[src/design/pidw_pkg.sv]
`default_nettype none
package pidw_pkg;

  localparam int GAIN_W   = 21;   // signed Q3.18 gain
  localparam int GAIN_FR  = 18;
  localparam int VAL_W    = 32;   // Q16.16 values
  localparam int WIDE_W   = 48;   // Q32.16 integral / derivative
  localparam int PER_W    = 16;   // unsigned Q0.16 period
  localparam int CFG_W    = 63;   // packed kp, ki, kd
  localparam int MUL_A_W  = 22;
  localparam int MUL_B_W  = 49;
  localparam int MUL_P_W  = MUL_A_W + MUL_B_W;
  localparam int MUL_L_W  = 24;                  // unsigned low slice of operand b
  localparam int MUL_H_W  = MUL_B_W - MUL_L_W;   // signed high slice of operand b
  localparam int MUL_PP_W = MUL_A_W + MUL_H_W;   // one partial product
  localparam int ACC_W    = 53;
  localparam int DIV_N_W  = 49;   // magnitude of difference shifted up by 16
  localparam int DIV_STEPS = DIV_N_W;
  localparam int DIV_CNT_W = 6;

  typedef enum logic [3:0] {
    ST_IDLE,
    ST_ERR,
    ST_INC,
    ST_INTEG,
    ST_MUL_I,
    ST_ACC_I,
    ST_DIV_WAIT,
    ST_MUL_D,
    ST_ACC_D,
    ST_DONE
  } state_t;

endpackage
`default_nettype wire

[src/design/pidw_div.sv]
`default_nettype none
// bit-serial restoring divider: sat48(trunc((diff << 16) / divisor))
module pidw_div (
  input  wire logic        clk,
  input  wire logic        rst,
  input  wire logic        start,
  input  wire logic [32:0] diff,
  input  wire logic [pidw_pkg::PER_W-1:0] divisor,
  output logic             busy,
  output logic             done,
  output logic [pidw_pkg::WIDE_W-1:0] quot
);

  logic [pidw_pkg::DIV_N_W-1:0]   dvd;
  logic [pidw_pkg::DIV_N_W-1:0]   q;
  logic [pidw_pkg::PER_W-1:0]     rem;
  logic [pidw_pkg::PER_W-1:0]     dvs;
  logic [pidw_pkg::DIV_CNT_W-1:0] cnt;
  logic                           neg;
  logic [32:0]                    mag;
  logic [pidw_pkg::PER_W:0]       trial;
  logic                           fits;
  logic [pidw_pkg::DIV_N_W:0]     qs;

  assign mag   = diff[32] ? (33'd0 - diff) : diff;
  assign trial = {rem, dvd[pidw_pkg::DIV_N_W-1]};
  assign fits  = trial >= {1'b0, dvs};

  always_ff @(posedge clk) begin
    if (rst) begin
      busy <= 1'b0;
      done <= 1'b0;
      cnt  <= '0;
    end else begin
      done <= 1'b0;
      if (start) begin
        busy <= 1'b1;
        cnt  <= pidw_pkg::DIV_CNT_W'(pidw_pkg::DIV_STEPS);
      end else if (busy) begin
        cnt <= cnt - 1'b1;
        if (cnt == pidw_pkg::DIV_CNT_W'(1)) begin
          busy <= 1'b0;
          done <= 1'b1;
        end
      end
    end
  end

  always_ff @(posedge clk) begin
    if (start) begin
      dvd <= {mag, {pidw_pkg::PER_W{1'b0}}};
      q   <= '0;
      rem <= '0;
      dvs <= divisor;
      neg <= diff[32];
    end else if (busy) begin
      dvd <= {dvd[pidw_pkg::DIV_N_W-2:0], 1'b0};
      q   <= {q[pidw_pkg::DIV_N_W-2:0], fits};
      rem <= fits ? pidw_pkg::PER_W'(trial - {1'b0, dvs}) : trial[pidw_pkg::PER_W-1:0];
    end
  end

  // signed quotient, clamp to 48 bits; zero divisor gives zero
  always_comb begin
    qs = neg ? ((pidw_pkg::DIV_N_W+1)'(0) - {1'b0, q}) : {1'b0, q};
    if (dvs == '0) begin
      quot = '0;
    end else if (qs[pidw_pkg::DIV_N_W] != qs[pidw_pkg::WIDE_W-1] ||
                 qs[pidw_pkg::DIV_N_W] != qs[pidw_pkg::WIDE_W]) begin
      quot = qs[pidw_pkg::DIV_N_W] ? {1'b1, {(pidw_pkg::WIDE_W-1){1'b0}}}
                                   : {1'b0, {(pidw_pkg::WIDE_W-1){1'b1}}};
    end else begin
      quot = qs[pidw_pkg::WIDE_W-1:0];
    end
  end

endmodule
`default_nettype wire

[src/design/four_axis_pid_with_windup_guard.sv]
`default_nettype none
// four-axis pid controller with integral windup guard
//
// s_* channel: one word per sample period holding measured and target values
//   of every axis (signed Q16.16) and the period dt (unsigned Q0.16)
// m_* channel: one word per input word with the saturated drives of all axes
// cfg_*: gain writes, one 63-bit register per axis (kp, ki, kd as Q3.18),
//   an index at or beyond NUM_AXES is ignored
//
// axes are processed one after another through a single shared 22x25
// multiplier, used in two passes per product, and a bit-serial divider;
// the divider's steps set the pace, and m_tvalid rises once the last axis
// has been finished and its word loaded into the output register
// s_tready is high only while no word is in work, so a new word can be
// taken only after the previous one has been finished
// a finished word waits in the output register; the next input word is taken
// meanwhile, and the block holds before loading a new result until the old
// one has been taken by the receiver
// reset clears gains, integrals, previous errors and previous drives
module four_axis_pid_with_windup_guard #(
  parameter int NUM_AXES = 4
) (
  input  wire logic                          clk,
  input  wire logic                          rst,
  // meas[0..N-1], goal[0..N-1] (32 bits each), period (16 bits)
  input  wire logic [NUM_AXES*64+15:0]       s_tdata,
  input  wire logic                          s_tvalid,
  output logic                               s_tready,
  // drive[0..N-1], 32 bits each
  output logic [NUM_AXES*32-1:0]             m_tdata,
  output logic                               m_tvalid,
  input  wire logic                          m_tready,
  input  wire logic                          cfg_we,
  input  wire logic [$clog2(NUM_AXES):0]     cfg_index,
  input  wire logic [pidw_pkg::CFG_W-1:0]    cfg_data
);

  localparam int AX_W = (NUM_AXES > 1) ? $clog2(NUM_AXES) : 1;
  localparam int VW   = pidw_pkg::VAL_W;
  localparam int WW   = pidw_pkg::WIDE_W;
  localparam int GW   = pidw_pkg::GAIN_W;

  pidw_pkg::state_t state, state_next;

  // captured input word
  logic [VW-1:0]                 meas [NUM_AXES];
  logic [VW-1:0]                 goal [NUM_AXES];
  logic [pidw_pkg::PER_W-1:0]    dt;

  // per-axis state
  logic [pidw_pkg::CFG_W-1:0]    gains      [NUM_AXES];
  logic [WW-1:0]                 integ_sum  [NUM_AXES];
  logic [VW-1:0]                 last_err   [NUM_AXES];
  logic [VW-1:0]                 last_drive [NUM_AXES];
  logic [VW-1:0]                 drive_w    [NUM_AXES];

  logic [AX_W-1:0]               ax;
  logic [VW-1:0]                 err_r;
  logic [pidw_pkg::ACC_W-1:0]    acc;

  // shared multiplier
  logic signed [pidw_pkg::MUL_A_W-1:0]  mul_a;
  logic signed [pidw_pkg::MUL_B_W-1:0]  mul_b;
  logic signed [pidw_pkg::MUL_P_W-1:0]  prod;
  logic signed [pidw_pkg::MUL_H_W-1:0]  mul_bs;
  logic signed [pidw_pkg::MUL_PP_W-1:0] pp;
  logic                                 mhalf;
  logic                                 mul_step;

  logic [GW-1:0]                 kp, ki, kd;
  logic [VW:0]                   ediff;
  logic [VW-1:0]                 err_sat;
  logic [32:0]                   inc;
  logic [WW:0]                   isum;
  logic [WW-1:0]                 isat;
  logic                          guard_ok;
  logic [pidw_pkg::ACC_W-1:0]    term;
  logic [pidw_pkg::ACC_W-1:0]    fin;
  logic [VW-1:0]                 fin_sat;
  logic                          last_ax;

  logic                          div_start, div_busy, div_done;
  logic [WW-1:0]                 deriv;

  assign kp = gains[ax][GW-1:0];
  assign ki = gains[ax][2*GW-1:GW];
  assign kd = gains[ax][3*GW-1:2*GW];

  assign s_tready = (state == pidw_pkg::ST_IDLE);
  assign last_ax  = (ax == AX_W'(NUM_AXES-1));

  // error = goal - meas, clamped to 32 bits
  assign ediff = {goal[ax][VW-1], goal[ax]} - {meas[ax][VW-1], meas[ax]};
  always_comb begin
    if (ediff[VW] != ediff[VW-1])
      err_sat = ediff[VW] ? {1'b1, {(VW-1){1'b0}}} : {1'b0, {(VW-1){1'b1}}};
    else
      err_sat = ediff[VW-1:0];
  end

  // integral increment floor(err*dt / 2^16), fits 33 bits
  assign inc  = prod[48:16];
  assign isum = {integ_sum[ax][WW-1], integ_sum[ax]} + {{(WW-32){inc[32]}}, inc};
  always_comb begin
    if (isum[WW] != isum[WW-1])
      isat = isum[WW] ? {1'b1, {(WW-1){1'b0}}} : {1'b0, {(WW-1){1'b1}}};
    else
      isat = isum[WW-1:0];
  end

  // windup guard: previous drive strictly inside (-1.0, +1.0)
  assign guard_ok = ($signed(last_drive[ax]) < $signed(VW'(65536))) &&
                    ($signed(last_drive[ax]) > $signed(-VW'(65536)));

  // gain term floor(g*v / 2^18)
  assign term = prod[pidw_pkg::MUL_P_W-1:pidw_pkg::GAIN_FR];
  assign fin  = acc + term;
  always_comb begin
    if (fin[pidw_pkg::ACC_W-1:VW-1] != {(pidw_pkg::ACC_W-VW+1){1'b0}} &&
        fin[pidw_pkg::ACC_W-1:VW-1] != {(pidw_pkg::ACC_W-VW+1){1'b1}})
      fin_sat = fin[pidw_pkg::ACC_W-1] ? {1'b1, {(VW-1){1'b0}}}
                                       : {1'b0, {(VW-1){1'b1}}};
    else
      fin_sat = fin[VW-1:0];
  end

  // multiplier operand selection
  always_comb begin
    mul_a = '0;
    mul_b = '0;
    case (state)
      pidw_pkg::ST_INC: begin
        mul_a = {{(pidw_pkg::MUL_A_W-pidw_pkg::PER_W){1'b0}}, dt};
        mul_b = {{(pidw_pkg::MUL_B_W-VW){err_r[VW-1]}}, err_r};
      end
      pidw_pkg::ST_INTEG: begin
        mul_a = {kp[GW-1], kp};
        mul_b = {{(pidw_pkg::MUL_B_W-VW){err_r[VW-1]}}, err_r};
      end
      pidw_pkg::ST_MUL_I: begin
        mul_a = {ki[GW-1], ki};
        mul_b = {integ_sum[ax][WW-1], integ_sum[ax]};
      end
      pidw_pkg::ST_MUL_D: begin
        mul_a = {kd[GW-1], kd};
        mul_b = {deriv[WW-1], deriv};
      end
      default: begin
        mul_a = '0;
        mul_b = '0;
      end
    endcase
  end

  // every multiply state makes two passes: low slice first, then high slice
  assign mul_step = state inside {pidw_pkg::ST_INC, pidw_pkg::ST_INTEG,
                                  pidw_pkg::ST_MUL_I, pidw_pkg::ST_MUL_D};
  assign mul_bs   = mhalf ? mul_b[pidw_pkg::MUL_B_W-1:pidw_pkg::MUL_L_W]
                          : {1'b0, mul_b[pidw_pkg::MUL_L_W-1:0]};
  assign pp       = mul_a * mul_bs;

  always_ff @(posedge clk) begin
    if (rst) mhalf <= 1'b0;
    else     mhalf <= mul_step && !mhalf;
  end

  // full product is ready in the cycle after the high pass
  always_ff @(posedge clk) begin
    if (mul_step) begin
      if (!mhalf)
        prod <= {{(pidw_pkg::MUL_P_W-pidw_pkg::MUL_PP_W){pp[pidw_pkg::MUL_PP_W-1]}}, pp};
      else
        prod <= prod + {pp, {pidw_pkg::MUL_L_W{1'b0}}};
    end
  end

  assign div_start = (state == pidw_pkg::ST_INTEG) && !mhalf;

  pidw_div u_div (
    .clk     (clk),
    .rst     (rst),
    .start   (div_start),
    .diff    ({err_r[VW-1], err_r} - {last_err[ax][VW-1], last_err[ax]}),
    .divisor (dt),
    .busy    (div_busy),
    .done    (div_done),
    .quot    (deriv)
  );

  // sequencer
  always_comb begin
    state_next = state;
    case (state)
      pidw_pkg::ST_IDLE:     if (s_tvalid) state_next = pidw_pkg::ST_ERR;
      pidw_pkg::ST_ERR:      state_next = pidw_pkg::ST_INC;
      pidw_pkg::ST_INC:      if (mhalf) state_next = pidw_pkg::ST_INTEG;
      pidw_pkg::ST_INTEG:    if (mhalf) state_next = pidw_pkg::ST_MUL_I;
      pidw_pkg::ST_MUL_I:    if (mhalf) state_next = pidw_pkg::ST_ACC_I;
      pidw_pkg::ST_ACC_I:    state_next = pidw_pkg::ST_DIV_WAIT;
      pidw_pkg::ST_DIV_WAIT: if (div_done) state_next = pidw_pkg::ST_MUL_D;
      pidw_pkg::ST_MUL_D:    if (mhalf) state_next = pidw_pkg::ST_ACC_D;
      pidw_pkg::ST_ACC_D:    state_next = last_ax ? pidw_pkg::ST_DONE : pidw_pkg::ST_ERR;
      pidw_pkg::ST_DONE:     if (!m_tvalid || m_tready) state_next = pidw_pkg::ST_IDLE;
      default:               state_next = pidw_pkg::ST_IDLE;
    endcase
  end

  always_ff @(posedge clk) begin
    if (rst) state <= pidw_pkg::ST_IDLE;
    else     state <= state_next;
  end

  // axis counter, per-axis state, config
  always_ff @(posedge clk) begin
    if (rst) begin
      ax <= '0;
      for (int i = 0; i < NUM_AXES; i++) begin
        gains[i]      <= '0;
        integ_sum[i]  <= '0;
        last_err[i]   <= '0;
        last_drive[i] <= '0;
      end
    end else begin
      if (cfg_we && cfg_index < ($clog2(NUM_AXES)+1)'(NUM_AXES))
        gains[cfg_index[AX_W-1:0]] <= cfg_data;
      case (state)
        pidw_pkg::ST_IDLE: ax <= '0;
        pidw_pkg::ST_INTEG: begin
          // increment product is only valid in the first cycle
          if (guard_ok && !mhalf) integ_sum[ax] <= isat;
        end
        pidw_pkg::ST_ACC_D: begin
          last_drive[ax] <= fin_sat;
          last_err[ax]   <= err_r;
          if (!last_ax) ax <= ax + 1'b1;
        end
        default: ;
      endcase
    end
  end

  // datapath registers
  always_ff @(posedge clk) begin
    if (state == pidw_pkg::ST_IDLE && s_tvalid) begin
      for (int i = 0; i < NUM_AXES; i++) begin
        meas[i] <= s_tdata[32*i +: 32];
        goal[i] <= s_tdata[32*(NUM_AXES+i) +: 32];
      end
      dt <= s_tdata[64*NUM_AXES +: 16];
    end
    if (state == pidw_pkg::ST_ERR)               err_r <= err_sat;
    if (state == pidw_pkg::ST_MUL_I && !mhalf)   acc   <= term;
    if (state == pidw_pkg::ST_ACC_I)             acc   <= fin;
    if (state == pidw_pkg::ST_ACC_D)             drive_w[ax] <= fin_sat;
  end

  // output register
  always_ff @(posedge clk) begin
    if (rst) begin
      m_tvalid <= 1'b0;
    end else if (state == pidw_pkg::ST_DONE && (!m_tvalid || m_tready)) begin
      m_tvalid <= 1'b1;
    end else if (m_tready) begin
      m_tvalid <= 1'b0;
    end
  end

  always_ff @(posedge clk) begin
    if (state == pidw_pkg::ST_DONE && (!m_tvalid || m_tready)) begin
      for (int i = 0; i < NUM_AXES; i++) m_tdata[32*i +: 32] <= drive_w[i];
    end
  end

`ifndef SYNTHESIS
  a_div_free: assert property (@(posedge clk) disable iff (rst)
    div_start |-> !div_busy) else $error("divider restarted while busy");

  a_accept_start: assert property (@(posedge clk) disable iff (rst)
    (s_tvalid && s_tready) |=> (state == pidw_pkg::ST_ERR && ax == '0))
    else $error("accepted word did not start at first axis");

  a_last_done: assert property (@(posedge clk) disable iff (rst)
    (state == pidw_pkg::ST_ACC_D && last_ax) |=> state == pidw_pkg::ST_DONE)
    else $error("last axis did not finish the word");

  a_reset_out: assert property (@(posedge clk)
    $past(rst) |-> !m_tvalid) else $error("output valid after reset");
`endif

endmodule
`default_nettype wire
[config.mk]
export PLATFORM = sky130hd
export DESIGN_NAME = four_axis_pid_with_windup_guard
export DESIGN_NICKNAME = d
export VERILOG_FILES = /design/src/design/pidw_pkg.sv /design/src/design/pidw_div.sv /design/src/design/four_axis_pid_with_windup_guard.sv
export SDC_FILE = /design/constraint.sdc
export NUM_CORES = 2
export LEC_CHECK = 0
export BUFFER_PORTS_ARGS = -buffer_cell sky130_fd_sc_hd__buf_2
export CAP_MARGIN = 20
export CORE_MARGIN = 2
export CORE_UTILIZATION = 57
export DETAILED_ROUTE_END_ITERATION = 7
export PLACE_DENSITY = 0.85
export RECOVER_POWER = 50
export SYNTH_ARGS = -nofsm -noshare
export SYNTH_HDL_FRONTEND = slang
export SYNTH_SLANG_ARGS = --single-unit
[constraint.sdc]
create_clock -name clk -period 13.9 [get_ports clk]
set_input_delay 2.78 -clock clk [delete_from_list [all_inputs] [get_ports clk]]
set_output_delay 2.78 -clock clk [all_outputs]
set_load 0.1 [all_outputs]
==> results.json <==
{
  "total_leakage_power_nw": 42.7,
  "final_core_utilization_pct": 63.4,
  "timing.max_slew.rel_slack_pct": -465,
  "synth-edff-count": 1418,
  "clk_latency_ns": 0.81,
  "hold_viol": 0,
  "ctsLongestPathBuffers": 3,
  "ys.flop_type": "sky130_fd_sc_hd__edfxtp_1",
  "initial_utilization_pct": 57.4,
  "boundary_pin_count": 473,
  "cts.clk_slew.worst_paths_ns": 0.06,
  "post_synth_inst_count": 8119,
  "count_of_max_cap_constraint_violations": 24,
  "cts-root-buf": "sky130_fd_sc_hd__clkbuf_16",
  "category_of_the_worst_setup_path_capture_point": "flop",
  "critPathMaxFanout": 39,
  "cp.buffers_inverters": 8,
  "launching_element_type_of_the_critical_path": "flop",
  "holdBufCountCts": 0,
  "postSynth.asyncResetShare_pct": 0,
  "critical_path_class": "reg -> reg",
  "die-area_sq_um": 172000,
  "yosysSeqAreaShare_pct": 46.1,
  "maximum_number_of_pins_on_one_net_before_global_route_repair": 164,
  "critPathTopFamily": "compound AO/OA/AOI/OAI gates",
  "layout-drive-gt1-share_pct": 14.0,
  "synth.cells.most_frequent": "sky130_fd_sc_hd__edfxtp_1, sky130_fd_sc_hd__inv_1, sky130_fd_sc_hd__fa_1",
  "synthesized_flop_and_latch_total": 1501,
  "status": "finished, violations left",
  "crit_path_top_delay_cell": "sky130_fd_sc_hd__o211ai_2",
  "core-area_sq_um": 167000,
  "placed_cells_incl_taps": 10500,
  "netlist.area_leader.share_pct": 44.3,
  "final_routed_wire_length_divided_by_cell_count_um": 27.4,
  "skew_ns": 0.0563,
  "fmaxAchievable_mhz": 74.6,
  "die_width_um": 414,
  "slowest_stage_delay_on_critical_path_ns": 0.93,
  "clock_tree_from_tritoncts": "yes",
  "final.setup.tns_ns": 0,
  "grt_setup_unrepaired": "no",
  "syn2layout_area_growth_pct": 10.4,
  "pd_cells_nw_per_um2": 118,
  "required_ns": 14.42,
  "setup_violations": 0,
  "cts_post_setup_buffers_inserted": 0,
  "globalplace.congestion": 1.11,
  "initial_antenna_violation_count": 32,
  "routed_via_density": 6.53,
  "tightest_slew_ns": 8.47,
  "drt_first_pass_iters": 8,
  "power.ir.vdd_worst_mv": 0.145,
  "nFillCells": 12100,
  "worst_path_most_repeated_cell": "sky130_fd_sc_hd__fa_1",
  "totalWireLength_um": 297000,
  "synth_top_cell_by_area": "sky130_fd_sc_hd__edfxtp_1",
  "yosys_warnings": 0,
  "cell_area_synth_sq_um": 96000,
  "routed-via-count": 70700,
  "violations_in_the_final_reports": "capacitance limit, slew limit",
  "netlist-cell-type-count": 99,
  "ctsHtreeMaxLevel": 4,
  "timing.final.crit_period_ns": 13.41,
  "grt_first_pass_wirelength_um": 441000,
  "place.detailed.hpwl_um": 216000,
  "mean_area_per_synthesized_cell_sq_um": 11.8,
  "rows": 150,
  "tritoncts.num_buffers": 151,
  "route.detailed.drc": 0,
  "synth.net_count": 9407,
  "via_count_of_the_first_global_routing_pass": 71100,
  "grt.overflow.total": 0,
  "grtUsageTotal_pct": 34.1,
  "netlist_top_cells_area": "sky130_fd_sc_hd__edfxtp_1, sky130_fd_sc_hd__fa_1, sky130_fd_sc_hd__mux4_2, sky130_fd_sc_hd__ha_1, sky130_fd_sc_hd__inv_1",
  "numPortBuffers": 472,
  "min_period_over_period_pct": 96.4,
  "floorplan.die.height_um": 414,
  "layout.nets": 9790,
  "cp_data_arrival_time_ns": 13.93,
  "first_iter_violations": 9296,
  "final_cell_count_no_fill": 10800,
  "number_of_nets_with_antenna_violations_after_detailed_routing": 0,
  "most_frequent_cell_after_synthesis": "sky130_fd_sc_hd__edfxtp_1",
  "report.final.slew_viol_count": 1312,
  "clock_sink_count": 1501,
  "min-delay-path-class": "reg -> reg"
}
==> sequential cells by signal, indices dropped and copies added (netlist names), 6 cells and up, named ones only <==
name and cells:
u_div.dvd 33, integ_sum 192, err_r 32, u_div.cnt 6, m_tdata 128, u_div.dvs 16, last_err 128, meas 128
goal 128, last_drive 128, drive_w 128, u_div.q 49, prod 55, acc 53, dt 16, gains 252
u_div.rem 16
==> layer usage <==
metal	track usage, %	wire [um]
met2	52.5	134000
met4	20.8	21100
met5	0.139	288
met1	42.6	105000
met3	10.3	36400
==> cell families after synthesis <==
logic type               count (synthesis)  share of synthesized area [%]
AO/OA/AOI/OAI                         1917                           13.6
XOR/XNOR                               319                           2.91
adder cells (fa/ha/maj)                954                           16.8
buffers and inverters                 1297                           5.23
flip-flops                            1501                           46.1
multiplexers                           314                           6.12
AND/OR/NAND/NOR                       1817                           9.22
==> report_power, final <==
group	switching (mW)	internal [mW]	total (mW)
Combinational	2.00	0.997	3.00
Sequential	0.180	5.34	5.52
Clock	1.79	2.25	4.04
Total	3.97	8.58	12.6
==> final timing paths <==
kind                   from     endpoint  slack, ns  cells past startpoint
max              u_div.q[6]     prod[69]       0.49                     46
min          drive_w[2][15]  m_tdata[79]       0.41                      0
max reg2reg      u_div.q[6]     prod[69]       0.49                     46
min reg2reg  drive_w[2][15]  m_tdata[79]       0.41                      0
==> layout make-up <==
class	instances	area [sq um]	area share [%]
Tap cell	2204	2760	2.60
Timing Repair Buffer	683	3910	3.69
Clock inverter	85	906	0.855
Sequential cell	1501	44300	41.7
Clock buffer	186	3970	3.75
Multi-Input combinational cell	5321	47000	44.3
Antenna cell	13	32.5	0.0307
Inverter	844	3170	2.99
==> cells in the final DEF, fill, tap and decap left out, types with 186 or more instances in the layout <==
cell                       count
sky130_fd_sc_hd__a21o_1      189
sky130_fd_sc_hd__a21oi_1     322
sky130_fd_sc_hd__a22oi_1     331
sky130_fd_sc_hd__and2_0      186
sky130_fd_sc_hd__buf_2       436
sky130_fd_sc_hd__buf_4       186
sky130_fd_sc_hd__edfxtp_1   1418
sky130_fd_sc_hd__fa_1        568
sky130_fd_sc_hd__ha_1        377
sky130_fd_sc_hd__inv_1       840
sky130_fd_sc_hd__mux4_2      217
sky130_fd_sc_hd__nand2_1     466
sky130_fd_sc_hd__nor2_1      522
sky130_fd_sc_hd__o21ai_0     329
==> stage by stage <==
stage | hold slack, ns | cell area, sq um | power (mW) | setup slack (ns)
finish | 0.409 | 106000 | 12.6 | 0.495
global placement | 0.403 | 101000 | 8.34 | 0.661
CTS | 0.416 | 106000 | 12.5 | 0.428
floorplan | 0.400 | 96000 | 7.51 | 0.933
detailed placement | 0.405 | 101000 | 8.45 | 0.459
global route | 0.421 | 106000 | 13.0 | 0.0378
==> repair_timing <==
action,4_1_cts,5_1_grt
endpoints found under the hold margin,0,0
resized for setup,0,7
setup endpoints to repair,0,9
No activity file was read; power rests on OpenSTA's default activity.
